==> src/rtl/srr_pkg.sv <==
`default_nettype none

package srr_pkg;

  localparam int NUM_TASKS   = 32;
  localparam int TID_W       = 6;
  localparam int AW          = $clog2(NUM_TASKS);
  localparam int LEN_W       = 16;
  localparam int RET_W       = 17;
  localparam int MAX_RESULTS = 32;
  localparam int CNT_W       = $clog2(MAX_RESULTS);
  localparam int CQ_DEPTH    = 2;
  localparam int CQ_AW       = $clog2(CQ_DEPTH);
  localparam int RQ_DEPTH    = 4;
  localparam int RQ_AW       = $clog2(RQ_DEPTH);

  localparam logic [TID_W-1:0] TID_NONE        = '1;
  localparam logic [RET_W-1:0] RET_BAD_PEER    = 17'h1FFFF;
  localparam logic [RET_W-1:0] RET_WRONG_STATE = 17'h1FFFE;

  typedef enum logic [2:0] {
    OP_SEND    = 3'd0,
    OP_RECV    = 3'd1,
    OP_REPLY   = 3'd2,
    OP_PEEK    = 3'd3,
    OP_CLEANUP = 3'd4,
    OP_CREATE  = 3'd5,
    OP_EXIT    = 3'd6
  } opcode_e;

  typedef enum logic [2:0] {
    ST_UNUSED   = 3'd0,
    ST_READY    = 3'd1,
    ST_SENDBLK  = 3'd2,
    ST_RECVBLK  = 3'd3,
    ST_REPLYBLK = 3'd4,
    ST_ZOMBIE   = 3'd5
  } status_e;

  typedef struct packed {
    opcode_e           op;
    logic [TID_W-1:0]  caller;
    logic [TID_W-1:0]  peer;
    logic [LEN_W-1:0]  msg_len;
    logic [LEN_W-1:0]  reply_len;
  } cmd_t;

  typedef struct packed {
    logic [TID_W-1:0]        target_tid;
    logic signed [RET_W-1:0] ret_value;
    logic                    has_sender;
    logic [TID_W-1:0]        sender_tid;
    logic                    make_ready;
    logic                    last;
  } res_t;

  typedef struct packed {
    status_e          st;
    logic [TID_W-1:0] head;
    logic [TID_W-1:0] tail;
  } row_t;

  localparam int   ROW_W     = $bits(row_t);
  localparam row_t ROW_RESET = '{st: ST_UNUSED, head: TID_NONE, tail: TID_NONE};

  function automatic logic tid_ok(input logic [TID_W-1:0] t);
    return t < TID_W'(NUM_TASKS);
  endfunction

  function automatic logic [RET_W-1:0] min_len(input logic [LEN_W-1:0] a,
                                              input logic [LEN_W-1:0] b);
    return {1'b0, (a < b) ? a : b};
  endfunction

  function automatic res_t mk_res(input logic [TID_W-1:0] target,
                                  input logic [RET_W-1:0] ret,
                                  input logic             has_snd,
                                  input logic [TID_W-1:0] snd,
                                  input logic             rdy,
                                  input logic             lst);
    res_t r;
    r.target_tid = target;
    r.ret_value  = ret;
    r.has_sender = has_snd;
    r.sender_tid = snd;
    r.make_ready = rdy;
    r.last       = lst;
    return r;
  endfunction

endpackage

`default_nettype wire

==> src/rtl/srr_ram.sv <==
`default_nettype none

module srr_ram #(
  parameter int WIDTH = 8,
  parameter int DEPTH = 32
) (
  input  logic                     clk_i,
  input  logic                     we_i,
  input  logic [$clog2(DEPTH)-1:0] waddr_i,
  input  logic [WIDTH-1:0]         wdata_i,
  input  logic [$clog2(DEPTH)-1:0] raddr_i,
  output logic [WIDTH-1:0]         rdata_o
);

  logic [WIDTH-1:0] mem_q [DEPTH];
  logic [WIDTH-1:0] rdata_q;

  always_ff @(posedge clk_i) begin
    if (we_i) begin
      mem_q[waddr_i] <= wdata_i;
    end
    rdata_q <= mem_q[raddr_i];
  end

  assign rdata_o = rdata_q;

endmodule

`default_nettype wire

==> src/rtl/srr_front.sv <==
`default_nettype none

module srr_front (
  input  logic                      clk_i,
  input  logic                      rst_ni,
  input  logic                      push,
  output logic                      full,
  input  logic [2:0]                opcode_i,
  input  logic [srr_pkg::TID_W-1:0] caller_tid_i,
  input  logic [srr_pkg::TID_W-1:0] peer_tid_i,
  input  logic [srr_pkg::LEN_W-1:0] msg_len_i,
  input  logic [srr_pkg::LEN_W-1:0] reply_buf_len_i,
  output logic                      cmd_valid_o,
  output srr_pkg::cmd_t             cmd_o,
  input  logic                      cmd_pop_i
);
  import srr_pkg::*;

  cmd_t             mem_q [CQ_DEPTH];
  logic [CQ_AW-1:0] wr_ptr_q, rd_ptr_q;
  logic [CQ_AW:0]   cnt_q;
  logic             accept, keep, wr, rd;
  cmd_t             cmd_in;

  // ignored calls are dropped here
  assign keep   = tid_ok(caller_tid_i) && (opcode_i <= 3'(OP_EXIT));
  assign accept = push && !full;
  assign wr     = accept && keep;
  assign rd     = cmd_pop_i && cmd_valid_o;

  always_comb begin
    cmd_in.op        = opcode_e'(opcode_i);
    cmd_in.caller    = caller_tid_i;
    cmd_in.peer      = peer_tid_i;
    cmd_in.msg_len   = msg_len_i;
    cmd_in.reply_len = reply_buf_len_i;
  end

  assign full        = (cnt_q == (CQ_AW+1)'(CQ_DEPTH));
  assign cmd_valid_o = (cnt_q != '0);
  assign cmd_o       = mem_q[rd_ptr_q];

  always_ff @(posedge clk_i) begin
    if (wr) begin
      mem_q[wr_ptr_q] <= cmd_in;
    end
  end

  always_ff @(posedge clk_i or negedge rst_ni) begin
    if (!rst_ni) begin
      wr_ptr_q <= '0;
      rd_ptr_q <= '0;
      cnt_q    <= '0;
    end else begin
      if (wr) wr_ptr_q <= wr_ptr_q + 1'b1;
      if (rd) rd_ptr_q <= rd_ptr_q + 1'b1;
      cnt_q <= cnt_q + (CQ_AW+1)'(wr) - (CQ_AW+1)'(rd);
    end
  end

endmodule

`default_nettype wire

==> src/rtl/srr_outq.sv <==
`default_nettype none

module srr_outq (
  input  logic          clk_i,
  input  logic          rst_ni,
  input  logic          push_i,
  input  srr_pkg::res_t res_i,
  output logic          full_o,
  input  logic          pop,
  output logic          empty,
  output srr_pkg::res_t res_o
);
  import srr_pkg::*;

  res_t             mem_q [RQ_DEPTH];
  logic [RQ_AW-1:0] wr_ptr_q, rd_ptr_q;
  logic [RQ_AW:0]   cnt_q;
  logic             wr, rd;

  assign full_o = (cnt_q == (RQ_AW+1)'(RQ_DEPTH));
  assign empty  = (cnt_q == '0);
  assign wr     = push_i && !full_o;
  assign rd     = pop && !empty;
  assign res_o  = mem_q[rd_ptr_q];

  always_ff @(posedge clk_i) begin
    if (wr) begin
      mem_q[wr_ptr_q] <= res_i;
    end
  end

  always_ff @(posedge clk_i or negedge rst_ni) begin
    if (!rst_ni) begin
      wr_ptr_q <= '0;
      rd_ptr_q <= '0;
      cnt_q    <= '0;
    end else begin
      if (wr) wr_ptr_q <= wr_ptr_q + 1'b1;
      if (rd) rd_ptr_q <= rd_ptr_q + 1'b1;
      cnt_q <= cnt_q + (RQ_AW+1)'(wr) - (RQ_AW+1)'(rd);
    end
  end

endmodule

`default_nettype wire

==> src/rtl/srr_back.sv <==
`default_nettype none

module srr_back (
  input  logic          clk_i,
  input  logic          rst_ni,
  input  logic          cmd_valid_i,
  input  srr_pkg::cmd_t cmd_i,
  output logic          cmd_pop_o,
  input  logic          res_full_i,
  output logic          res_push_o,
  output srr_pkg::res_t res_o
);
  import srr_pkg::*;

  typedef enum logic [2:0] {
    S_IDLE, S_LD_C, S_LD_P, S_EXEC, S_POP_RD, S_POP_LD, S_WB, S_EMIT
  } state_e;

  state_e           state_q, state_d;
  cmd_t             cmd_q, cmd_d;
  row_t             crow_q, crow_d, xrow_q, xrow_d;
  logic [AW-1:0]    xa_q, xa_d, lnka_q, lnka_d;
  logic [LEN_W-1:0] slp_q, slp_d, rcp_q, rcp_d, vcp_q, vcp_d;
  logic             wc_q, wc_d, wx_q, wx_d, link_q, link_d, loop_q, loop_d;
  logic [1:0]       nres_q, nres_d;
  res_t             res_q, res_d, res2_q, res2_d;
  logic [CNT_W-1:0] cnt_q, cnt_d;
  logic [NUM_TASKS-1:0] row_vld_q;
  logic             rvld_q;

  logic [AW-1:0]    c_a, p_a, row_raddr, len_raddr, row_waddr, nxt_waddr;
  logic             row_we, sl_we, rc_we, vc_we, nxt_we;
  row_t             row_wdata, row_rd;
  logic [ROW_W-1:0] row_rdata;
  logic [TID_W-1:0] nxt_wdata, nxt_rdata;
  logic [LEN_W-1:0] sl_rdata, rc_rdata, vc_rdata;

  assign c_a    = cmd_q.caller[AW-1:0];
  assign p_a    = cmd_q.peer[AW-1:0];
  assign row_rd = rvld_q ? row_t'(row_rdata) : ROW_RESET;

  srr_ram #(.WIDTH(ROW_W), .DEPTH(NUM_TASKS)) u_row (
    .clk_i, .we_i(row_we), .waddr_i(row_waddr), .wdata_i(row_wdata),
    .raddr_i(row_raddr), .rdata_o(row_rdata));
  srr_ram #(.WIDTH(LEN_W), .DEPTH(NUM_TASKS)) u_sl (
    .clk_i, .we_i(sl_we), .waddr_i(c_a), .wdata_i(cmd_q.msg_len),
    .raddr_i(len_raddr), .rdata_o(sl_rdata));
  srr_ram #(.WIDTH(LEN_W), .DEPTH(NUM_TASKS)) u_rc (
    .clk_i, .we_i(rc_we), .waddr_i(c_a), .wdata_i(cmd_q.reply_len),
    .raddr_i(len_raddr), .rdata_o(rc_rdata));
  srr_ram #(.WIDTH(LEN_W), .DEPTH(NUM_TASKS)) u_vc (
    .clk_i, .we_i(vc_we), .waddr_i(c_a), .wdata_i(cmd_q.msg_len),
    .raddr_i(len_raddr), .rdata_o(vc_rdata));
  srr_ram #(.WIDTH(TID_W), .DEPTH(NUM_TASKS)) u_nxt (
    .clk_i, .we_i(nxt_we), .waddr_i(nxt_waddr), .wdata_i(nxt_wdata),
    .raddr_i(crow_q.head[AW-1:0]), .rdata_o(nxt_rdata));

  always_comb begin
    unique case (state_q)
      S_IDLE: begin
        row_raddr = cmd_i.caller[AW-1:0];
        len_raddr = cmd_i.peer[AW-1:0];
      end
      S_POP_RD: begin
        row_raddr = crow_q.head[AW-1:0];
        len_raddr = crow_q.head[AW-1:0];
      end
      default: begin
        row_raddr = p_a;
        len_raddr = p_a;
      end
    endcase
  end

  always_comb begin
    row_t             t;
    row_t             hrow;
    logic             rdy, conn, lastb;
    logic [RET_W-1:0] len;

    state_d = state_q;
    cmd_d   = cmd_q;
    crow_d  = crow_q;
    xrow_d  = xrow_q;
    xa_d    = xa_q;
    lnka_d  = lnka_q;
    slp_d   = slp_q;
    rcp_d   = rcp_q;
    vcp_d   = vcp_q;
    wc_d    = wc_q;
    wx_d    = wx_q;
    link_d  = link_q;
    loop_d  = loop_q;
    nres_d  = nres_q;
    res_d   = res_q;
    res2_d  = res2_q;
    cnt_d   = cnt_q;

    cmd_pop_o  = 1'b0;
    res_push_o = 1'b0;
    res_o      = res_q;
    row_we     = 1'b0;
    row_waddr  = c_a;
    row_wdata  = crow_q;
    sl_we      = 1'b0;
    rc_we      = 1'b0;
    vc_we      = 1'b0;
    nxt_we     = 1'b0;
    nxt_waddr  = c_a;
    nxt_wdata  = TID_NONE;

    rdy   = (crow_q.st == ST_READY);
    conn  = tid_ok(cmd_q.peer) && (xrow_q.st != ST_UNUSED) && (xrow_q.st != ST_ZOMBIE);
    t     = (cmd_q.peer == cmd_q.caller) ? crow_q : xrow_q;
    hrow  = row_rd;
    lastb = 1'b1;
    len   = '0;

    unique case (state_q)
      S_IDLE: begin
        if (cmd_valid_i) begin
          cmd_pop_o = 1'b1;
          cmd_d     = cmd_i;
          state_d   = S_LD_C;
        end
      end
      S_LD_C: begin
        crow_d  = row_rd;
        slp_d   = sl_rdata;
        rcp_d   = rc_rdata;
        vcp_d   = vc_rdata;
        state_d = S_LD_P;
      end
      S_LD_P: begin
        xrow_d  = row_rd;
        xa_d    = p_a;
        wc_d    = 1'b0;
        wx_d    = 1'b0;
        link_d  = 1'b0;
        loop_d  = 1'b0;
        nres_d  = '0;
        cnt_d   = '0;
        state_d = S_EXEC;
      end
      S_EXEC: begin
        state_d = S_WB;
        unique case (cmd_q.op)
          OP_SEND: begin
            if (rdy) begin
              if (!conn) begin
                res_d  = mk_res(cmd_q.caller, RET_BAD_PEER, 1'b0, '0, 1'b0, 1'b1);
                nres_d = 2'd1;
              end else begin
                sl_we = 1'b1;
                rc_we = 1'b1;
                if (xrow_q.st == ST_SENDBLK) begin
                  res_d = mk_res(cmd_q.peer, min_len(vcp_q, cmd_q.msg_len), 1'b1,
                                 cmd_q.caller, 1'b1, 1'b1);
                  nres_d    = 2'd1;
                  crow_d.st = ST_REPLYBLK;
                  xrow_d.st = ST_READY;
                  wc_d      = 1'b1;
                  wx_d      = 1'b1;
                end else begin
                  nxt_we = 1'b1;
                  if (!tid_ok(t.head)) begin
                    t.head = cmd_q.caller;
                  end else if (tid_ok(t.tail)) begin
                    link_d = 1'b1;
                    lnka_d = t.tail[AW-1:0];
                  end
                  t.tail = cmd_q.caller;
                  if (cmd_q.peer == cmd_q.caller) begin
                    t.st   = ST_RECVBLK;
                    crow_d = t;
                  end else begin
                    xrow_d    = t;
                    wx_d      = 1'b1;
                    crow_d.st = ST_RECVBLK;
                  end
                  wc_d = 1'b1;
                end
              end
            end
          end
          OP_RECV: begin
            if (rdy) begin
              vc_we = 1'b1;
              if (tid_ok(crow_q.head)) begin
                state_d = S_POP_RD;
              end else begin
                crow_d.st = ST_SENDBLK;
                wc_d      = 1'b1;
              end
            end
          end
          OP_REPLY, OP_PEEK: begin
            if (rdy) begin
              nres_d = 2'd1;
              if (!conn) begin
                res_d = mk_res(cmd_q.caller, RET_BAD_PEER, 1'b0, '0, 1'b0, 1'b1);
              end else if (xrow_q.st != ST_REPLYBLK) begin
                res_d = mk_res(cmd_q.caller, RET_WRONG_STATE, 1'b0, '0, 1'b0, 1'b1);
              end else if (cmd_q.op == OP_PEEK) begin
                res_d = mk_res(cmd_q.caller, min_len(slp_q, cmd_q.msg_len), 1'b0, '0,
                               1'b0, 1'b1);
              end else begin
                len       = min_len(rcp_q, cmd_q.reply_len);
                res_d     = mk_res(cmd_q.peer, len, 1'b0, '0, 1'b1, 1'b0);
                res2_d    = mk_res(cmd_q.caller, len, 1'b0, '0, 1'b0, 1'b1);
                nres_d    = 2'd2;
                xrow_d.st = ST_READY;
                wx_d      = 1'b1;
              end
            end
          end
          OP_CLEANUP: begin
            if (tid_ok(crow_q.head)) begin
              state_d = S_POP_RD;
            end
          end
          OP_CREATE: begin
            if (crow_q.st == ST_UNUSED || crow_q.st == ST_ZOMBIE) begin
              crow_d.st = ST_READY;
              wc_d      = 1'b1;
            end
          end
          OP_EXIT: begin
            if (rdy) begin
              crow_d.st = ST_ZOMBIE;
              wc_d      = 1'b1;
            end
          end
          default: ;
        endcase
      end
      S_POP_RD: begin
        state_d = S_POP_LD;
      end
      S_POP_LD: begin
        t = crow_q;
        if (tid_ok(nxt_rdata)) begin
          t.head = nxt_rdata;
        end else begin
          t.head = TID_NONE;
          t.tail = TID_NONE;
        end
        if (cmd_q.op == OP_RECV) begin
          hrow.st = ST_REPLYBLK;
          res_d   = mk_res(cmd_q.caller, min_len(cmd_q.msg_len, sl_rdata), 1'b1,
                           crow_q.head, 1'b0, 1'b1);
          loop_d  = 1'b0;
        end else begin
          lastb   = !tid_ok(nxt_rdata) || (cnt_q == CNT_W'(MAX_RESULTS - 1));
          hrow.st = ST_READY;
          res_d   = mk_res(crow_q.head, RET_WRONG_STATE, 1'b0, '0, 1'b1, lastb);
          loop_d  = !lastb;
          cnt_d   = cnt_q + 1'b1;
        end
        if (crow_q.head == cmd_q.caller) begin
          t.st = hrow.st;
          wx_d = 1'b0;
        end else begin
          xrow_d = hrow;
          xa_d   = crow_q.head[AW-1:0];
          wx_d   = 1'b1;
        end
        crow_d  = t;
        wc_d    = 1'b1;
        nres_d  = 2'd1;
        state_d = S_WB;
      end
      S_WB: begin
        priority if (link_q) begin
          nxt_we    = 1'b1;
          nxt_waddr = lnka_q;
          nxt_wdata = cmd_q.caller;
          link_d    = 1'b0;
        end else if (wx_q) begin
          row_we    = 1'b1;
          row_waddr = xa_q;
          row_wdata = xrow_q;
          wx_d      = 1'b0;
        end else if (wc_q) begin
          row_we = 1'b1;
          wc_d   = 1'b0;
        end else if (nres_q != '0) begin
          state_d = S_EMIT;
        end else begin
          state_d = S_IDLE;
        end
      end
      S_EMIT: begin
        if (!res_full_i) begin
          res_push_o = 1'b1;
          if (nres_q == 2'd2) begin
            res_d  = res2_q;
            nres_d = 2'd1;
          end else begin
            nres_d  = '0;
            state_d = loop_q ? S_POP_RD : S_IDLE;
          end
        end
      end
      default: state_d = S_IDLE;
    endcase
  end

  always_ff @(posedge clk_i) begin
    cmd_q  <= cmd_d;
    crow_q <= crow_d;
    xrow_q <= xrow_d;
    xa_q   <= xa_d;
    lnka_q <= lnka_d;
    slp_q  <= slp_d;
    rcp_q  <= rcp_d;
    vcp_q  <= vcp_d;
    res_q  <= res_d;
    res2_q <= res2_d;
    cnt_q  <= cnt_d;
  end

  always_ff @(posedge clk_i or negedge rst_ni) begin
    if (!rst_ni) begin
      state_q   <= S_IDLE;
      wc_q      <= 1'b0;
      wx_q      <= 1'b0;
      link_q    <= 1'b0;
      loop_q    <= 1'b0;
      nres_q    <= '0;
      row_vld_q <= '0;
      rvld_q    <= 1'b0;
    end else begin
      state_q <= state_d;
      wc_q    <= wc_d;
      wx_q    <= wx_d;
      link_q  <= link_d;
      loop_q  <= loop_d;
      nres_q  <= nres_d;
      if (row_we) begin
        row_vld_q[row_waddr] <= 1'b1;
      end
      rvld_q <= ({1'b0, row_raddr} < (AW+1)'(NUM_TASKS)) ? row_vld_q[row_raddr] : 1'b0;
    end
  end

endmodule

`default_nettype wire

==> src/rtl/send_receive_reply_ipc_engine_top.sv <==
`default_nettype none

// Channel   Handshake      Payload
// call      push / full    opcode_i caller_tid_i peer_tid_i msg_len_i reply_buf_len_i
// return    pop / empty    target_tid_o ret_value_o has_sender_o sender_tid_o
//                          make_ready_o last_o
// A call runs through the sequencer in order: two table read steps, an execute step,
// a write-back step per table write, a closing step, then one emit per result, held
// while the return queue is full. Every table sits behind one RAM read port.
// Receive adds the queue pop steps; cleanup repeats pop, write-back and emit per sender.
// Reset clears the task table by per-row valid bits, no clearing pass.
// A full return queue stalls the sequencer only; the call queue keeps taking items until full.

module send_receive_reply_ipc_engine_top (
  input  logic                             clk_i,
  input  logic                             rst_ni,
  input  logic                             push,
  output logic                             full,
  input  logic [2:0]                       opcode_i,
  input  logic [srr_pkg::TID_W-1:0]        caller_tid_i,
  input  logic [srr_pkg::TID_W-1:0]        peer_tid_i,
  input  logic [srr_pkg::LEN_W-1:0]        msg_len_i,
  input  logic [srr_pkg::LEN_W-1:0]        reply_buf_len_i,
  output logic                             empty,
  input  logic                             pop,
  output logic [srr_pkg::TID_W-1:0]        target_tid_o,
  output logic signed [srr_pkg::RET_W-1:0] ret_value_o,
  output logic                             has_sender_o,
  output logic [srr_pkg::TID_W-1:0]        sender_tid_o,
  output logic                             make_ready_o,
  output logic                             last_o
);
  import srr_pkg::*;

  logic cmd_valid, cmd_pop, res_full, res_push;
  cmd_t cmd;
  res_t res_in, res_out;

  srr_front u_front (
    .clk_i, .rst_ni, .push, .full, .opcode_i, .caller_tid_i, .peer_tid_i,
    .msg_len_i, .reply_buf_len_i,
    .cmd_valid_o(cmd_valid), .cmd_o(cmd), .cmd_pop_i(cmd_pop));

  srr_back u_back (
    .clk_i, .rst_ni, .cmd_valid_i(cmd_valid), .cmd_i(cmd), .cmd_pop_o(cmd_pop),
    .res_full_i(res_full), .res_push_o(res_push), .res_o(res_in));

  srr_outq u_outq (
    .clk_i, .rst_ni, .push_i(res_push), .res_i(res_in), .full_o(res_full),
    .pop, .empty, .res_o(res_out));

  assign target_tid_o = res_out.target_tid;
  assign ret_value_o  = res_out.ret_value;
  assign has_sender_o = res_out.has_sender;
  assign sender_tid_o = res_out.sender_tid;
  assign make_ready_o = res_out.make_ready;
  assign last_o       = res_out.last;

  a_no_res_overflow: assert property (@(posedge clk_i) disable iff (!rst_ni)
    !(res_push && res_full))
    else $error("result pushed into full return queue");

  a_no_cmd_underflow: assert property (@(posedge clk_i) disable iff (!rst_ni)
    !(cmd_pop && !cmd_valid))
    else $error("sequencer took an item from empty call queue");

  a_empty_fall: assert property (@(posedge clk_i) disable iff (!rst_ni)
    $fell(empty) |-> $past(res_push))
    else $error("return queue filled without a result push");

endmodule

`default_nettype wire

==> config.mk <==
export PLATFORM = sky130hd
export DESIGN_NAME = send_receive_reply_ipc_engine_top
export DESIGN_NICKNAME = d
export VERILOG_FILES = /design/src/rtl/srr_pkg.sv /design/src/rtl/srr_ram.sv /design/src/rtl/srr_front.sv /design/src/rtl/srr_outq.sv /design/src/rtl/srr_back.sv /design/src/rtl/send_receive_reply_ipc_engine_top.sv
export SDC_FILE = /design/constraint.sdc
export NUM_CORES = 2
export LEC_CHECK = 0
export BUFFER_PORTS_ARGS = -buffer_cell sky130_fd_sc_hd__buf_2
export CELL_PAD_IN_SITES_DETAIL_PLACEMENT = 0
export CELL_PAD_IN_SITES_GLOBAL_PLACEMENT = 1
export CORE_UTILIZATION = 54
export DETAILED_ROUTE_END_ITERATION = 12
export PLACE_DENSITY = 0.8
export SETUP_SLACK_MARGIN = 0.15
export SLEW_MARGIN = 20
export SYNTH_ARGS = -nofsm -noshare
export SYNTH_HDL_FRONTEND = slang
export SYNTH_SLANG_ARGS = --single-unit
==> constraint.sdc <==
create_clock -name clk_i -period 10.25 [get_ports clk_i]
set_clock_uncertainty 0.2 [all_clocks]
set_input_delay 1.025 -clock clk_i [delete_from_list [all_inputs] [get_ports clk_i]]
set_output_delay 1.025 -clock clk_i [all_outputs]
set_load 0.05 [all_outputs]
==> summary.txt <==
status -> finished, final reports clean
Hold Path Class -> input port to register
WHS Path Cells -> 1
Syn Nets -> 6,723
CP Launch Type -> register
Fmax achieved -> 194 MHz
Avg Cell Area, Syn -> 16.2 µm²
CP required -> 10.90 ns
#FFs+latches synth -> 2,746
Die Y -> 448 µm
Pre-antenna DRT Iters -> 6
fin. max-slew vios -> 0
Filler cells -> 14,230
final critical-path required period -> 5.16 ns
MaxCap Viol Count -> 0
R2R depth -> 10
initial core utilization -> 0.543
clock-pin slew on the worst setup and hold paths -> 0.06 ns
H-tree Lvls -> 5
DR DRC count -> 0
Die Width -> 448 µm
worst setup margin -> 5.09 ns
Lkg Pwr -> 41.3 nW
Die Area -> 200,000 µm²
Commonest cells post-synth -> edfxtp_1 (2,624), nand2_1 (1,082), mux2i_1 (565), a32oi_1 (368), nor2_1 (259)
post-CTS setup buffer count -> 0
vias after detailed routing -> 61,550
post-synth top area share -> 0.735
synthesized cell area -> 107,000 µm²
Placement Setup Slack -> 5.24 ns
Final period util -> 0.503
initial antenna violation count -> 8
Clock Tree Root -> clkbuf_16
Peak VDD IR -> 0.000286 V
CP Class -> register to register
final setup fails -> 0
largest net degree at the start of global routing -> 128
Area contributors post-synth -> edfxtp_1 (74%), mux2i_1 (5.3%), nand2_1 (3.8%), a32oi_1 (3.0%), mux4_2 (1.9%)
ANT nets after route -> 0
Iter 0 DRT Violations -> 7,943
PwrDens -> 273 nW/µm²
global route total overflow -> 0
Area Growth Syn to Fin -> 12.3%
area leader, netlist -> edfxtp_1
I/O pin count -> 85
hold_buf cts -> 0
most frequent cell after synthesis -> edfxtp_1
fraction of registers with async set/reset -> 0.0193
number of global-route vias before repair -> 58,856
FP Rows -> 163
unrepaired setup endpoints after global routing -> false
Port Buffers -> 84
synth warn -> 0
post-synthesis sequential area ratio -> 0.760
Synth Flop Type -> edfxtp_1
Core ar. -> 197,000 µm²
Clock Path Buffers -> 4
nets -> 6,929
post-route setup TNS -> 0 ns
WL/cell -> 30.0 µm
Total Routing Usage GR -> 0.286
post-CTS sizing -> 0
GP Congestion -> 0.887
slew margin rel. -> 0.175
fraction of layout cells with a size suffix above 1 -> 0.145
global-route wire length before repair -> 410,000 µm
CTS Buf Count -> 287
final wirelength -> 289,000 µm
Arr. time, crit path -> 5.81 ns
crit-path max FO -> 127
Via density -> 6.37
Unique masters post-synth -> 74
Clock Latency Late Sink -> 0.94 ns
Finished Core Util -> 0.610
EDFF count, synth -> 2,624
Power Total -> 32.9 mW
crit path capture type -> register
Fin. Hold Viols -> 0
CTS tree -> yes
Worst-Margin Slew -> 1.24 ns
Post-Syn Instances -> 6,601
DP HPWL -> 158,000 µm
clock sink count -> 2,746
-- final cells by class --
type                       instances  area (µm²)  area share
antenna                            5        12.5    0.000104
inverter                          64         240     0.00200
clock inverter                   121        1220      0.0101
multi-input combinational       3422       24300       0.202
clock buffer                     375        7770      0.0645
sequential                      2746       81500       0.677
timing repair buffer             286        2020      0.0168
tap                             2640        3300      0.0274
-- critical path, stage by stage (launching register included) --
cell and delay [ns]:
dfrtp_2 0.55, buf_4 0.54, mux2_4 0.27, o211a_1 0.22
or2_4 0.52, buf_4 0.78, buf_12 0.74, mux2i_1 0.21
a22oi_1 0.27, nand4_1 0.33, nor2_1 0.25
-- cells by family (layout without fill, tap and decap cells) --
| group | Yosys count | after routing | share of synthesized area |
|---|---|---|---|
| flip-flops | 2746 | 2746 | 0.760 |
| AO/OA/AOI/OAI | 713 | 713 | 0.0525 |
| XOR/XNOR | 26 | 26 | 0.00212 |
| buffers and inverters | 433 | 846 | 0.0173 |
| adder cells (fa/ha/maj) | 71 | 71 | 0.00836 |
| other | 0 | 5 | 0 |
| AND/OR/NAND/NOR | 1844 | 1844 | 0.0754 |
| multiplexers | 768 | 768 | 0.0838 |
-- per-stage QoR --
stage | std cells | cell area (µm²) | hold slack (ns)
floorplan | 6601 | 107000 | 0.186
global placement | 9152 | 111000 | 0.196
detailed placement | 9153 | 111000 | 0.196
CTS | 9649 | 120000 | 0.0349
global route | 9657 | 120000 | 0.0572
finish | 9659 | 120000 | 0.0878
-- report_power, final --
part           total (mW)  switching (mW)  leakage (nW)  internal (mW)
logic                8.59            5.98          11.4           2.60
registers            14.3           0.642          25.4           13.6
clock network        10.1            4.12          4.41           5.95
-- placed cells by master, fill, tap and decap left out, drive strengths merged, types with 57 or more instances in the layout --
cell,n
edfxtp,2624
nand2,1084
mux2i,565
clkbuf,375
a32oi,368
buf,286
nor2,261
nand4,140
nand3,130
mux2,111
mux4,92
clkinv,87
a21oi,83
inv,72
ha,70
a22oi,69
dfxtp,69
nor3,57
-- flip-flops by register name (all words and copies together) (netlist names), 6 cells and up --
signal,cells
u_back.row_vld_q,32
u_back.u_nxt.mem_q,192
u_back.slp_q,16
u_back.res_o,32
u_back.u_vc.rdata_o,16
u_back.crow_q,15
u_back.vcp_q,16
u_back.u_row.mem_q,480
u_back.u_nxt.rdata_o,6
u_back.u_vc.mem_q,512
u_back.rcp_q,16
u_back.u_row.rdata_o,15
u_back.u_rc.mem_q,512
u_back.u_sl.rdata_o,16
u_back.xrow_q,15
u_outq.mem_q,128
u_back.u_sl.mem_q,512
u_front.mem_q,94
u_back.res2_q,22
u_back.u_rc.rdata_o,16
u_back.cmd_q,42
-- path summary, 6_finish.rpt --
check / startpoint / to / slack [ns]
setup / recovery: u_front.rd_ptr_q / u_back.u_sl.rdata_o[15] / 5.09
hold / removal: caller_tid_i[1] / u_front.mem_q[0][39] / 0.09
setup reg to reg: u_front.rd_ptr_q / u_back.u_sl.rdata_o[15] / 5.09
hold reg to reg: u_back.u_rc.rdata_o[2] / u_back.rcp_q[2] / 0.21
max in group asynchronous: rst_ni / u_outq.rd_ptr_q[0] / 9.03
min in group asynchronous: rst_ni / u_back.row_vld_q[0] / 0.11
-- metal layers --
layer	track usage	vias to the layer above	routed length (µm)
met5	0	-	21
met3	0.0525	542	29500
met4	0.116	4	11800
li1	-	26056	-
met1	0.400	31380	114000
met2	0.446	3568	135000
Power figures use the tool's default switching activity.
